$ cat src/rtl/core/bbps_pkg.sv
// Shared types and codes for the backup block payload splitter.
// No dependencies; used by bbps_parser and the top level.
package bbps_pkg;

  localparam logic [2:0] KIND_COUNT   = 3'd0;
  localparam logic [2:0] KIND_ID      = 3'd1;
  localparam logic [2:0] KIND_LEN     = 3'd2;
  localparam logic [2:0] KIND_PAGE    = 3'd3;
  localparam logic [2:0] KIND_MAIN    = 3'd4;
  localparam logic [2:0] KIND_DISCARD = 3'd5;

  // id byte plus four length bytes
  localparam logic [31:0] HEADER_BYTES = 32'd5;

  typedef struct packed {
    logic        images_present;
    logic [31:0] payload_length;
    logic        first_byte;
    logic [7:0]  data_byte;
  } item_t;

  typedef struct packed {
    logic        record_ok;
    logic        record_end;
    logic        malformed;
    logic [31:0] page_length;
    logic [7:0]  block_number;
    logic [2:0]  byte_kind;
    logic [7:0]  byte_out;
  } result_t;

endpackage

$ cat src/rtl/core/bbps_parser.sv
// Parse state and per-beat classification for the payload splitter.
// Depends on bbps_pkg; state advances on each beat taken from the input register.
module bbps_parser (
  input  logic             clk,
  input  logic             rst,
  input  logic             advance,
  input  bbps_pkg::item_t  item,
  output bbps_pkg::result_t result
);

  localparam logic [2:0] PH_COUNT   = 3'd0;
  localparam logic [2:0] PH_ID      = 3'd1;
  localparam logic [2:0] PH_LEN     = 3'd2;
  localparam logic [2:0] PH_PAGE    = 3'd3;
  localparam logic [2:0] PH_MAIN    = 3'd4;
  localparam logic [2:0] PH_DISCARD = 3'd5;

  logic [2:0]  phase;
  logic [31:0] bytes_remaining;
  logic [7:0]  blocks_remaining;
  logic [7:0]  current_block;
  logic [31:0] length_accumulator;
  logic [1:0]  length_byte_index;
  logic [31:0] page_bytes_left;
  logic        error_seen;

  logic [2:0]  phase_next;
  logic [31:0] bytes_remaining_next;
  logic [7:0]  blocks_remaining_next;
  logic [7:0]  current_block_next;
  logic [31:0] length_accumulator_next;
  logic [1:0]  length_byte_index_next;
  logic [31:0] page_bytes_left_next;
  logic        error_seen_next;

  // state as seen by this beat (after a record start)
  logic [2:0]  e_ph;
  logic [31:0] e_rem;
  logic [7:0]  e_br;
  logic [7:0]  e_cb;
  logic [31:0] e_acc;
  logic [1:0]  e_idx;
  logic [31:0] e_pbl;
  logic        e_err;

  logic [31:0] rem_after;
  logic [31:0] acc_or;
  logic [31:0] pbl_dec;
  logic [7:0]  br_dec;
  logic        hdr_short;
  logic        do_finish;

  always_comb begin
    e_ph  = phase;
    e_rem = bytes_remaining;
    e_br  = blocks_remaining;
    e_cb  = current_block;
    e_acc = length_accumulator;
    e_idx = length_byte_index;
    e_pbl = page_bytes_left;
    e_err = error_seen;
    if (item.first_byte) begin
      e_rem = (item.payload_length != 32'd0) ? item.payload_length : 32'd1;
      e_err = 1'b0;
      e_cb  = 8'd0;
      e_br  = 8'd0;
      e_acc = 32'd0;
      e_idx = 2'd0;
      e_pbl = 32'd0;
      e_ph  = item.images_present ? PH_COUNT : PH_MAIN;
    end

    phase_next              = e_ph;
    bytes_remaining_next    = e_rem;
    blocks_remaining_next   = e_br;
    current_block_next      = e_cb;
    length_accumulator_next = e_acc;
    length_byte_index_next  = e_idx;
    page_bytes_left_next    = e_pbl;
    error_seen_next         = e_err;

    result              = '0;
    result.byte_out     = item.data_byte;
    result.byte_kind    = bbps_pkg::KIND_DISCARD;

    rem_after = e_rem - 32'd1;
    acc_or    = e_acc | (32'(item.data_byte) << {e_idx, 3'b000});
    pbl_dec   = (e_pbl != 32'd0) ? e_pbl - 32'd1 : 32'd0;
    br_dec    = (e_br != 8'd0) ? e_br - 8'd1 : 8'd0;
    hdr_short = rem_after < bbps_pkg::HEADER_BYTES;
    do_finish = 1'b0;

    if (e_rem != 32'd0) begin
      case (e_ph)
        PH_COUNT: begin
          result.byte_kind      = bbps_pkg::KIND_COUNT;
          blocks_remaining_next = item.data_byte;
          current_block_next    = 8'd0;
          if (item.data_byte == 8'd0) begin
            phase_next = PH_MAIN;
          end else if (hdr_short) begin
            result.malformed = 1'b1;
            error_seen_next  = 1'b1;
            phase_next       = PH_DISCARD;
          end else begin
            phase_next = PH_ID;
          end
        end
        PH_ID: begin
          result.byte_kind        = bbps_pkg::KIND_ID;
          result.block_number     = e_cb;
          length_accumulator_next = 32'd0;
          length_byte_index_next  = 2'd0;
          phase_next              = PH_LEN;
        end
        PH_LEN: begin
          result.byte_kind        = bbps_pkg::KIND_LEN;
          result.block_number     = e_cb;
          result.page_length      = acc_or;
          length_accumulator_next = acc_or;
          if (e_idx == 2'd3) begin
            length_byte_index_next = 2'd0;
            if (acc_or > rem_after) begin
              result.malformed = 1'b1;
              error_seen_next  = 1'b1;
              phase_next       = PH_DISCARD;
            end else if (acc_or == 32'd0) begin
              do_finish = 1'b1;
            end else begin
              page_bytes_left_next = acc_or;
              phase_next           = PH_PAGE;
            end
          end else begin
            length_byte_index_next = e_idx + 2'd1;
          end
        end
        PH_PAGE: begin
          result.byte_kind     = bbps_pkg::KIND_PAGE;
          result.block_number  = e_cb;
          result.page_length   = e_acc;
          page_bytes_left_next = pbl_dec;
          if (pbl_dec == 32'd0) begin
            do_finish = 1'b1;
          end
        end
        PH_MAIN: begin
          result.byte_kind = bbps_pkg::KIND_MAIN;
        end
        default: begin
          result.byte_kind = bbps_pkg::KIND_DISCARD;
        end
      endcase

      if (do_finish) begin
        blocks_remaining_next = br_dec;
        current_block_next    = e_cb + 8'd1;
        if (br_dec == 8'd0) begin
          phase_next = PH_MAIN;
        end else if (hdr_short) begin
          result.malformed = 1'b1;
          error_seen_next  = 1'b1;
          phase_next       = PH_DISCARD;
        end else begin
          phase_next = PH_ID;
        end
      end

      bytes_remaining_next = rem_after;
      if (rem_after == 32'd0) begin
        result.record_end = 1'b1;
        result.record_ok  = ~error_seen_next;
        phase_next        = PH_COUNT;
      end
    end
  end

  always_ff @(posedge clk) begin
    if (rst) begin
      phase              <= PH_COUNT;
      bytes_remaining    <= 32'd0;
      blocks_remaining   <= 8'd0;
      current_block      <= 8'd0;
      length_accumulator <= 32'd0;
      length_byte_index  <= 2'd0;
      page_bytes_left    <= 32'd0;
      error_seen         <= 1'b0;
    end else if (advance) begin
      phase              <= phase_next;
      bytes_remaining    <= bytes_remaining_next;
      blocks_remaining   <= blocks_remaining_next;
      current_block      <= current_block_next;
      length_accumulator <= length_accumulator_next;
      length_byte_index  <= length_byte_index_next;
      page_bytes_left    <= page_bytes_left_next;
      error_seen         <= error_seen_next;
    end
  end

endmodule

$ cat src/rtl/core/backup_block_payload_splitter_core.sv
// Top level of the backup block payload splitter: input register, parser, result register.
// Depends on bbps_pkg and bbps_parser.
//
// Takes one record payload byte per beat and returns one tagged beat per input beat,
// in order. Throughput is one byte per cycle while m_tready is high; a tagged beat passes
// through the input register, then the result register, before it is valid. The parse
// state updates as a beat moves from the input register to the result register, so
// the next byte is classified with the updated state. s_tready is low only while
// both registers are full and m_tready is low.
module backup_block_payload_splitter_core (
  input  logic        clk,
  input  logic        rst,
  input  logic        s_tvalid,
  output logic        s_tready,
  input  logic [39:0] s_tdata,   // data_byte[7:0], payload_length[39:8]
  input  logic [1:0]  s_tuser,   // first_byte[0], images_present[1]
  output logic        m_tvalid,
  input  logic        m_tready,
  output logic [47:0] m_tdata,   // byte_out[7:0], block_number[15:8], page_length[47:16]
  output logic [4:0]  m_tuser,   // byte_kind[2:0], malformed[3], record_ok[4]
  output logic        m_tlast    // record_end
);

  logic               in_valid;
  bbps_pkg::item_t    in_item;
  logic               out_valid;
  bbps_pkg::result_t  out_res;
  bbps_pkg::result_t  parse_res;
  logic               advance;

  assign advance  = in_valid & (~out_valid | m_tready);
  assign s_tready = ~in_valid | advance;

  always_ff @(posedge clk) begin
    if (rst) begin
      in_valid <= 1'b0;
    end else if (s_tready) begin
      in_valid <= s_tvalid;
    end
  end

  always_ff @(posedge clk) begin
    if (s_tready & s_tvalid) begin
      in_item.data_byte      <= s_tdata[7:0];
      in_item.payload_length <= s_tdata[39:8];
      in_item.first_byte     <= s_tuser[0];
      in_item.images_present <= s_tuser[1];
    end
  end

  bbps_parser u_parser (
    .clk     (clk),
    .rst     (rst),
    .advance (advance),
    .item    (in_item),
    .result  (parse_res)
  );

  always_ff @(posedge clk) begin
    if (rst) begin
      out_valid <= 1'b0;
    end else if (advance) begin
      out_valid <= 1'b1;
    end else if (m_tready) begin
      out_valid <= 1'b0;
    end
  end

  always_ff @(posedge clk) begin
    if (advance) begin
      out_res <= parse_res;
    end
  end

  assign m_tvalid = out_valid;
  assign m_tdata  = {out_res.page_length, out_res.block_number, out_res.byte_out};
  assign m_tuser  = {out_res.record_ok, out_res.malformed, out_res.byte_kind};
  assign m_tlast  = out_res.record_end;

endmodule
$ cat config.mk
export PLATFORM = sky130hd
export DESIGN_NAME = backup_block_payload_splitter_core
export DESIGN_NICKNAME = d
export VERILOG_FILES = /design/src/rtl/core/bbps_pkg.sv /design/src/rtl/core/bbps_parser.sv /design/src/rtl/core/backup_block_payload_splitter_core.sv
export SDC_FILE = /design/constraint.sdc
export NUM_CORES = 1
export LEC_CHECK = 0
export BUFFER_PORTS_ARGS = -buffer_cell sky130_fd_sc_hd__buf_2
export CAP_MARGIN = 20
export CORE_MARGIN = 3
export CORE_UTILIZATION = 50
export CTS_CLUSTER_DIAMETER = 80
export DETAILED_ROUTE_END_ITERATION = 8
export PLACE_DENSITY = 0.65
export SLEW_MARGIN = 20
export SYNTH_ARGS = -nofsm -noshare
export SYNTH_HDL_FRONTEND = slang
export SYNTH_SLANG_ARGS = --single-unit
$ cat constraint.sdc
create_clock -name clk -period 8.65 [get_ports clk]
set_input_delay 2.595 -clock clk [delete_from_list [all_inputs] [get_ports clk]]
set_output_delay 2.595 -clock clk [all_outputs]
set_load 0.005 [all_outputs]
* After elaboration in Yosys (flattened, before gate mapping) *
Cells that the tools add are included.

storage, ports and cells
  bits of input ports = 46
  register bits = 216
  output and inout bits = 56

operators by class
  shift-type cells = 1
  bitwise logic cells = 8
  add/subtract/negate cells = 5
  magnitude comparators = 2
  equality and inequality tests = 5
  reduce and logical (&&, ||, !) cells = 14
  multiplexer cells = 68

operator list
  operator                                                     number
  2-to-1 mux 32 bit                                            11
  case mux 32 bit (2 select lines)                             3
  logical NOT 32 bit                                           3
  nonzero test 32 bit                                          3
  2-to-1 mux 8 bit                                             9
  subtractor 32 x 1 -> 32 bit, second input constant           2
  2-to-1 mux 3 bit                                             11
  > comparator 32 bit                                          1
  less-than comparator 32 x 3 -> 1 bit, second input constant  1
  bitwise OR 32 bit                                            1
  << shifter 8 x 5 -> 32 bit                                   1
  2-to-1 mux 1 bit                                             25
  logical NOT 8 bit                                            2
  case mux 3 bit (5 select lines)                              1
  case mux 3 bit (3 select lines)                              1
  adder 8 x 1 -> 8 bit, second input constant                  1
  nonzero test 8 bit                                           1
  subtractor 8 x 1 -> 8 bit, second input constant             1
  equality test 3 x 2 -> 1 bit, second input constant          2
  2-to-1 mux 2 bit                                             3
  case mux 1 bit (2 select lines)                              3
  case mux 2 bit (2 select lines)                              1
  AND reduction 2 bit                                          2
  equality test 3 x 1 -> 1 bit, second input constant          1
  other kinds (9)                                              13

* Depth between registers and ports, before layout *
Gate-level depths: netlist (run 1).

  depth in word-level cells = 13
  mapped depth = 30
  gate-level depth less buffers = 23

* Modules after synthesis *
Synthesis (run 1) repeated with hierarchy kept, for this count alone.

unflattened totals
  cell total of the unflattened synthesis = 1610
  area, all modules = 13491.7 µm²

by module, submodules not included
  module                              area each (µm²)  times used  cells an instance
  bbps_parser                         10505.1          1           1504
  backup_block_payload_splitter_core  2986.6           1           106

* Worst setup path before layout (run 1) *
No wires, ideal clock.

  path type = reg2reg
  start point = register in_item[8] (netlist name)
  end point = register u_parser.page_bytes_left[8]
  arrival = 6.849 ns
  setup slack = 1.676 ns
  path buffers = 10
  stages on the path, launching flop included = 31
  period minus slack after synthesis = 6.974 ns
  data required time = 8.525 ns
  path through = edfxtp_1 buf_2 buf_4 buf_2 buf_2 buf_2 buf_2 buf_1 clkbuf_1 buf_1 mux2i_1 ha_1 nor4bb_1 o21a_1 nand4_1 nor4_1 xnor2_1 inv_1 ha_1 nand4_1 nor2_1 and4_1 nand3_1 o2111ai_1 a211oi_1 o311ai_4 buf_2 mux2i_1 nor2_1 a221oi_1 nor2_1

on the way
  longest elaborated chain between the ends = 9

RTL lines
  what                                                                 RTL line                                  RTL
  from (decl)                                                          backup_block_payload_splitter_core.sv:25  bbps_pkg::item_t in_item;
  branches (longest 8 deep; another with subtractor 32 x 1 -> 32 bit)  n/a
  2-to-1 mux 32 bit (*)                                                bbps_parser.sv:93                         if (e_rem != 32'd0) begin
  to (signal assigned)                                                 bbps_parser.sv:194                        page_bytes_left <= page_bytes_left_next;
  to (decl)                                                            bbps_parser.sv:24                         logic [31:0] page_bytes_left;

Mark *: on every way between the ends.
A chain may end at the register's enable or synchronous reset.

* Final worst setup path (run 1) *
  start point = register in_item[8] (netlist name)
  end point = register u_parser.current_block[2]

on the way
  longest elaborated chain between the ends = 11

RTL lines
  what                                                                  RTL line            RTL
  branches (longest 10 deep; another with subtractor 32 x 1 -> 32 bit)  n/a
  2-to-1 mux 8 bit (*)                                                  bbps_parser.sv:93
  to (signal assigned)                                                  bbps_parser.sv:191  current_block <= current_block_next;
  to (decl)                                                             bbps_parser.sv:21   logic [7:0] current_block;

Mark *: on every way between the ends. The select of a mux whose other input is x is not followed.

==> metrics list, run 1 <==
* Growth of design area from synthesis to finish: 11.5%
- Signal arrival time at the worst endpoint: 7900 ps
- Detailed-routing iteration count for the pre-antenna-repair pass: 7
* Worst hold path type: flop to flop
- The count of pins over their slew limit came to 0.
- Int Pwr: 0.00184 W
- The worst path in the final design needs a cycle of 7460 ps, including I/O delays and setup.
* RSZ-0062 raised after global routing: no
- Of the available clock period, the critical path in the final layout requires 86.2%.
- From bottom edge to top edge, the die measures 169 µm.
- Max FO, Critical Path: 14
- Area contributors post-synth: edfxtp_1 (22%), dfxtp_1 (18%), nor2_1 (5.5%)
* Number of instances in the synthesized netlist: 1553
- Inserted Clock Buffers: 24
* Top cells by count, synth: nor2_1 (197), a21oi_1 (130), dfxtp_1 (120), edfxtp_1 (96), nand2_1 (93)
- Yosys printed 0 warnings.
* WL final: 46.7 mm
- Sequential element share of the synthesized area: 39.5%
- The via count of the first global-routing pass was 12.1k.
- In the post-synthesis netlist, the cell with the most instances is nor2_1.
* Max-Cap Viols: 0
- IO Pins: 102
* Clock network fraction of total power: 40.5%
- During placement, the flow inserted port buffers numbering 101.
* Overall overflow remaining after global route: 0
- Routability congestion estimate from global placement: 0.969
* Global-route usage over all layers: 31.7%
- Clock latency on the worst-skew pair, taken at its later pin, is 540 ps.
* Depth of the CTS H-tree: 1
- Placeable Area: 0.0261 mm²
* Wire per inst: 23.8 µm
- For this run, the top clock speed supported by timing is 134 MHz.
- Least setup slack across all paths after layout: 1190 ps
- Number of antenna violations at the first check in global routing: 0
* Number of enable-type register cells in the synthesized netlist: 96
* Number of vias after detailed routing: 13.1k
* Primary flip-flop cell chosen by synthesis mapping: dfxtp_1
* Setup Fix Bufs, Post-CTS: 0
* Post-DRT Antenna Nets: 0
- STA classifies the critical path startpoint as a flop.
- Sort of element at the end of the critical path: flop
- In this run the biggest area consumer among cell types represents 21.6% of the synthesized area.
- Setup violations remaining at the end of the flow were counted as 0.
* Critical path class: flop to flop
- Fin Clk Skew: 24.1 ps
- Ant diodes: 0
* Required time at the worst-slack endpoint: 9100 ps
- After legalization and detailed placement, the total HPWL measured 33.5 mm.
- Number of synthesized register bits: 216
- Post-layout power: 0.00255 W
- Die boundary width: 169 µm
* Count of cells resized by post-cts repair: 0
- The biggest area contributor in the post-synthesis netlist is edfxtp_1.
* Root buffer selected by CTS: clkbuf_16
* FP Rows: 59
* Die outline area: 0.0287 mm²
- PwrDens: 171 mW/mm²
- Switching share of total power: 27.8%
* Number of design rule violations left after detail routing: 0
* Final hold violation count: 0
- Number of nets in the synthesized netlist: 1637
- Hold buffer count at CTS: 0
- The share of total power dissipated in combinational logic is 14.9%.
- Least-Margin Pin Slew: 1140 ps
- Fraction of final layout cells with drive strength greater than 1: 13.1%
- The longest clock path from root to sink contains 3 buffers.
* Status: complete, no violations
- Clock transition at the registers of the reported paths: 60 ps
- A synthesized cell averages 8.61 µm².
- Distinct cells, synth: 89
- In the routed layout, each cell is associated on average with a via count of 6.67.
- TritonCTS built the clock tree.
* Maximum ir drop on the vdd rail: 0.181 mV
- For this configuration, the core starts out at a cell density of 51.1%.
* Power share of the sequential group: 44.6%
- Number of DRC markers after the initial detailed-route iteration: 1640
* Number of sinks handled by clock tree synthesis: 216
- Dpl ws: 1370 ps
* Net switching power figure: 0.000709 W
- In this run the tightest slew margin relative to its limit is 24.1%.
* First-pass GRT wire length: 71.3 mm
* Maximum number of pins on one net before global-route repair: 66
- Adding up every negative setup slack in the final design gives 0 ps.
- NumNets Final: 1696
* Async set or reset register ratio after synthesis: 0%
- Mapped Area: 0.0134 mm²
- Leakage: 5.54 nW
[metal layers]
layer / up-vias / part of all wire (%) / wire (µm) / global-route usage, %
li1: 5995 / - / - / -
met1: 6204 / 41 / 19200 / 44.0
met2: 774 / 43 / 20200 / 47.5
met3: 138 / 10 / 4680 / 6.01
met4: 0 / 5.5 / 2590 / 16.0
met5: - / 0 / 0 / 0
[layout make-up]
type,count,area [µm²]
Fill cell,2390,11200
Multi-Input combinational cell,1192,7510
Sequential cell,216,5290
Timing Repair Buffer,127,701
Clock buffer,31,637
Tap cell,335,419
Inverter,51,193
Clock inverter,13,153
[power groups by stage]
stage | sequential (W) | clock, W | combinational (W)
after detailed placement | 0.00116 | 0 | 0.000368
after global routing | 0.00114 | 0.00109 | 0.000410
after CTS | 0.00114 | 0.00105 | 0.000369
after floorplan | 0.00114 | 0 | 0.000252
final | 0.00114 | 0.00103 | 0.000379
after global placement | 0.00116 | 0 | 0.000367
[path summary, 6_finish.rpt]
path	start	to	slack (ps)	depth (start not counted)
worst max-delay path	in_item[8]	u_parser.current_block[2]	1190	23
worst min-delay path	u_parser.current_block[1]	u_parser.current_block[1]	450	2
worst max register to register	in_item[8]	u_parser.current_block[2]	1190	23
worst min register to register	u_parser.current_block[1]	u_parser.current_block[1]	450	2
[critical path, stage by stage, from the launching register on]
cell and delay, ps:
edfxtp_1 710, nor4b_1 400, nand4_1 250, nor3_4 200
a211oi_1 110, ha_1 260, nor4b_1 170, o21ai_0 720
nor3_1 130, xnor2_1 180, mux2i_1 340, inv_1 190
ha_1 340, nand4_1 120, nor4_1 460, a21boi_0 230
o31a_1 200, or3_1 120, a21oi_1 130, o31ai_1 490
o221ai_1 600, and2_1 510, a211o_1 340, a31oi_1 150
[through the flow]
stage          std cells  hold slack (ps)  area (µm²)  utilization (%)
2_1_floorplan       1553              427       13400                -
3_3_place_gp        1921              435       14100             54.0
3_5_place_dp        1921              452       14100             54.0
4_1_cts             1965              460       14900             57.0
5_1_grt             1965              498       14900             57.0
6_report            1965              453       14900             57.0
[placed cells by master (no fill, tap or decap), types with 9 or more instances in the layout]
cell	synthesis	final
a21oi_1	130	130
a221oi_1	11	11
a222oi_1	9	9
a22oi_1	60	60
a31oi_1	20	20
and2_1	20	19
and3_1	10	10
buf_2	18	101
buf_4	1	26
clkbuf_16	0	24
dfxtp_1	120	119
edfxtp_1	96	96
ha_1	38	38
inv_1	48	47
mux2i_1	54	54
nand2_1	93	93
nand3_1	31	31
nand4_1	29	29
nor2_1	197	196
nor2b_1	24	24
nor3_1	66	66
nor4_1	44	44
o21ai_0	75	73
o2bb2ai_1	10	10
o31ai_1	17	17
or2_2	14	14
or3_1	18	18
or4_1	19	19
xnor2_1	26	26
[state kept, by name, indices dropped and copies added (netlist names)]
signal                       flops
in_item                         42
m_tvalid                         1
u_parser.current_block           8
m_tdata                         48
u_parser.length_accumulator     32
u_parser.length_byte_index       2
in_valid                         1
u_parser.page_bytes_left        32
u_parser.error_seen              1
u_parser.phase                   3
u_parser.bytes_remaining        32
u_parser.blocks_remaining        8
m_tuser                          5
m_tlast                          1
[cell families after synthesis]
kind of cell | after synthesis | share of synthesized area (%)
buf+inv | 145 | 4.33
fa+ha+maj | 38 | 3.56
compound gates | 428 | 21.1
flops | 216 | 39.5
simple gates | 631 | 24.6
mux | 61 | 4.63
xor+xnor | 34 | 2.23
Power figures use the tool's default switching activity.
==> run 2, diff against run 1 <==
--- a/config.mk
+++ b/config.mk
@@ -7,11 +7,12 @@
 export LEC_CHECK = 0
 export BUFFER_PORTS_ARGS = -buffer_cell sky130_fd_sc_hd__buf_2
 export CAP_MARGIN = 20
-export CORE_MARGIN = 3
+export CORE_MARGIN = 2
 export CORE_UTILIZATION = 50
 export CTS_CLUSTER_DIAMETER = 80
 export DETAILED_ROUTE_END_ITERATION = 8
 export PLACE_DENSITY = 0.65
+export REMOVE_ABC_BUFFERS = 1
 export SLEW_MARGIN = 20
 export SYNTH_ARGS = -nofsm -noshare
 export SYNTH_HDL_FRONTEND = slang
==> constraint.sdc (replaced) <==
create_clock -name clk -period 7.22 [get_ports clk]
set_input_delay 2.166 -clock clk [delete_from_list [all_inputs] [get_ports clk]]
set_output_delay 2.166 -clock clk [all_outputs]
set_load 0.005 [all_outputs]
==> run 2 against run 1 <==
Effect of this change:
- the run now ends with DRC left
- clock power increased by 21%
- utilization increased by 0.36 points
- maximum frequency is 12% higher
- final cell count grew 0.66%
- count of clock-buffer cells in the layout increased by 2
- largest power group unchanged
==> metrics list, run 2 (synthesized netlist as in run 1, its figures left out) <==
* Growth of design area from synthesis to finish: 12.2%
- The switching share of power is 28.2% (+0.38 points).
* Number of global-route vias before repair: 12.2k (+0.53%)
* NumNets Final: 1707 (+0.65%)
- The iteration-0 DRC count of the detailed router is 1549 (-5.5%).
- Power share of the sequential group: 44.4% (-0.2 points)
- The share of power burned in combinational logic was 14.9% (about the same).
- Fraction of final layout cells with drive strength greater than 1: 13.7% (+0.64 points)
- Met2 routing resource usage after global routing: 53.4% (+6.0 points)
* Number of antenna violations at the first check in global routing: 0 (unchanged)
- The number of iterations in the first detailed-routing pass was 8 (+1).
- Final clock period utilization by the worst path: 92.2% (+6.0 points)
- The power density normalized to cell area came to 204 mW/mm² (+20%).
- The global-route wire length before repair came to 71.3 mm (+0.13%).
- Busiest metal layer after global routing: met2
- The max-capacitance violation count was 0 (unchanged).
- Least-Margin Pin Slew: 1010 ps (-124 ps)
- The last weighted congestion value of the routability-driven placer is 0.932 (-3.8%).
- Die outline area: 0.0281 mm² (-2.3%)
* Area of the multi-input gates: 0.00752 mm² (about the same)
* Clock network fraction of total power: 40.8% (+0.3 points)
* Violated checks: DRC
- Reg-to-reg critical path startpoint: in_item[8]
- Sort of element at the end of the critical path: flop
- Worst relative slew slack: 32.4% (+8.3 points)
* Worst hold path type: flop to flop
* Net switching power figure: 0.000865 W (+22%)
- The final setup slack of the worst path is 564 ps (-627 ps).
* Final hold violation count: 0 (unchanged)
- Number of sinks handled by clock tree synthesis: 216 (unchanged)
* Launch instance of the worst min-delay path: u_parser.current_block[1]
- Commonest non-fill, non-tap cell in the layout: nor2_1
- The number of H-tree levels was 1 (unchanged).
- In this run the worst setup path begins at in_item[8].
* Post-DRT Antenna Nets: 0 (unchanged)
- The global routing usage on met3 came to 4.75% (-1.3 points).
- Post-layout power: 0.00307 W (+20%)
- The clock latency on the worst-skew pair is 550 ps (about the same).
- The flow ran to the end, but the final reports show violations.
* Overall overflow remaining after global route: 0 (unchanged)
- Global-route met1 utilization: 42.7% (-1.3 points)
* Vert. Die Dim: 167 µm (-1.2%)
* Leakage: 5.59 nW (+0.93%)
- The I/O pin total was 102 (unchanged).
- Maximum clock path buffer count: 3 (unchanged)
- Most frequent cells in the layout: nor2_1 (196), a21oi_1 (130), dfxtp_1 (119)
* DP HPWL: 33.0 mm (-1.6%)
- The buffers inserted during post-CTS setup optimization came to 0 (unchanged).
* Final critical-path required period: 6660 ps (-803 ps)
- Wire per inst: 23.3 µm (-2.0%)
- TritonCTS clock tree: done
* Detail-routed via count per cell: 6.57 (-1.5%)
- The starting utilization of the core area is 51.1% (unchanged).
* Die boundary width: 167 µm (-1.2%)
- The final design area excluding fillers came to 0.0150 mm² (+0.63%).
* Clock transition at the registers of the reported paths: 60 ps (about the same)
- The arrival time of data at the critical path endpoint was 7110 ps (-790 ps).
- The number of fill cells was 2451 (+2.6%).
- Inserted Clock Buffers: 25 (+4.2%)
- The count of pins over their slew limit came to 0 (unchanged).
- Critical path class: flop to flop
- The flip-flop count of the largest register after layout is 48 (unchanged).
- The DRC violations left was 8 (+8).
- The highest clock rate is 150 MHz (+12%).
* WL final: 46.1 mm (-1.3%)
- Post-layout utilization of the core: 57.4% (+0.36 points)
- The largest net degree at the start of global routing is 72 (+9.1%).
- Placeable Area: 0.0261 mm² (unchanged)
* Setup-violating endpoint count in the final report: 0 (unchanged)
* FP Rows: 59 (unchanged)
- I/O Buffers: 101 (unchanged)
* Dpl ws: 462 ps (-903 ps)
* Area used by sequential logic in the layout: 0.00529 mm² (unchanged)
- Placed standard-cell area: 0.0142 mm² (+0.50%)
* Root buffer selected by CTS: clkbuf_16
* Maximum ir drop on the vdd rail: 0.193 mV (+6.8%)
* Int Pwr: 0.00220 W (+20%)
* Max FO, Critical Path: 10 (-4)
* Fin Clk Skew: 22.1 ps (-1.95 ps)
- Required time at the worst-slack endpoint: 7680 ps (-1420 ps)
* RSZ-0062 raised after global routing: no
- The global-route total usage across every layer was 32.3% (+0.55 points).
- Number of vias after detailed routing: 13.0k (-0.81%)
* Kind of start point of the critical path: flop
[run 2: through the flow]
stage               setup TNS, ps  instances  hold slack (ps)
floorplan                 -344010       1459              421
CTS                             0       1977              459
finish                          0       1978              455
global route                    0       1977              470
global placement                0       1931              435
detailed placement              0       1931              450
[run 2: what timing repair did]
| action | 4_1_cts | 5_1_grt |
|---|---|---|
| endpoints found under the setup margin | 0 | 13 |
| hold buffers | 0 | 0 |
| resized for setup | 0 | 2 |
[run 2: metal layers]
| layer | share of wire [%] | wire (µm) |
|---|---|---|
| met5 | 0 | 0 |
| met4 | 4.1 | 1900 |
| met3 | 8.5 | 3930 |
| met2 | 47 | 21500 |
| met1 | 41 | 18700 |
[run 2: layout make-up]
class                           count  share of cell area (%)
Timing Repair Buffer              137                    5.17
Clock buffer                       33                    4.44
Clock inverter                     13                   0.893
Inverter                           51                    1.29
Antenna cell                        1                  0.0167
Multi-Input combinational cell   1192                    50.1
Sequential cell                   216                    35.3
Tap cell                          335                    2.80
[run 2: worst paths after layout]
path | end | slack, ps | cells past startpoint
setup / recovery | u_parser.page_bytes_left[17] | 560 | 23
hold / removal | u_parser.current_block[1] | 460 | 2
setup reg to reg | u_parser.page_bytes_left[17] | 560 | 23
hold reg to reg | u_parser.current_block[1] | 460 | 2
[run 2: power groups by stage]
stage | Clock, W | Sequential [W] | Combinational [W]
CTS | 0.00127 | 0.00136 | 0.000448
floorplan | 0 | 0.00139 | 0.000275
global route | 0.00132 | 0.00136 | 0.000497
global placement | 0 | 0.00138 | 0.000446
detailed placement | 0 | 0.00138 | 0.000446
finish | 0.00125 | 0.00136 | 0.000456
[run 2: critical path: stages (launching register included)]
cell and delay, ps:
edfxtp_1 500, nor4b_1 210, nand4_1 150, nor3_4 50
a211oi_1 430, ha_1 290, nor4bb_1 450, o21a_1 320
nand4_1 220, nor4_1 570, xnor2_1 280, inv_1 80
ha_1 320, nand4_1 140, nor2_1 170, and4_1 270
nand3_1 90, o2111ai_1 160, a211oi_1 170, o311ai_4 660
inv_1 380, o21ai_0 370, nand3_1 120, a21oi_1 140
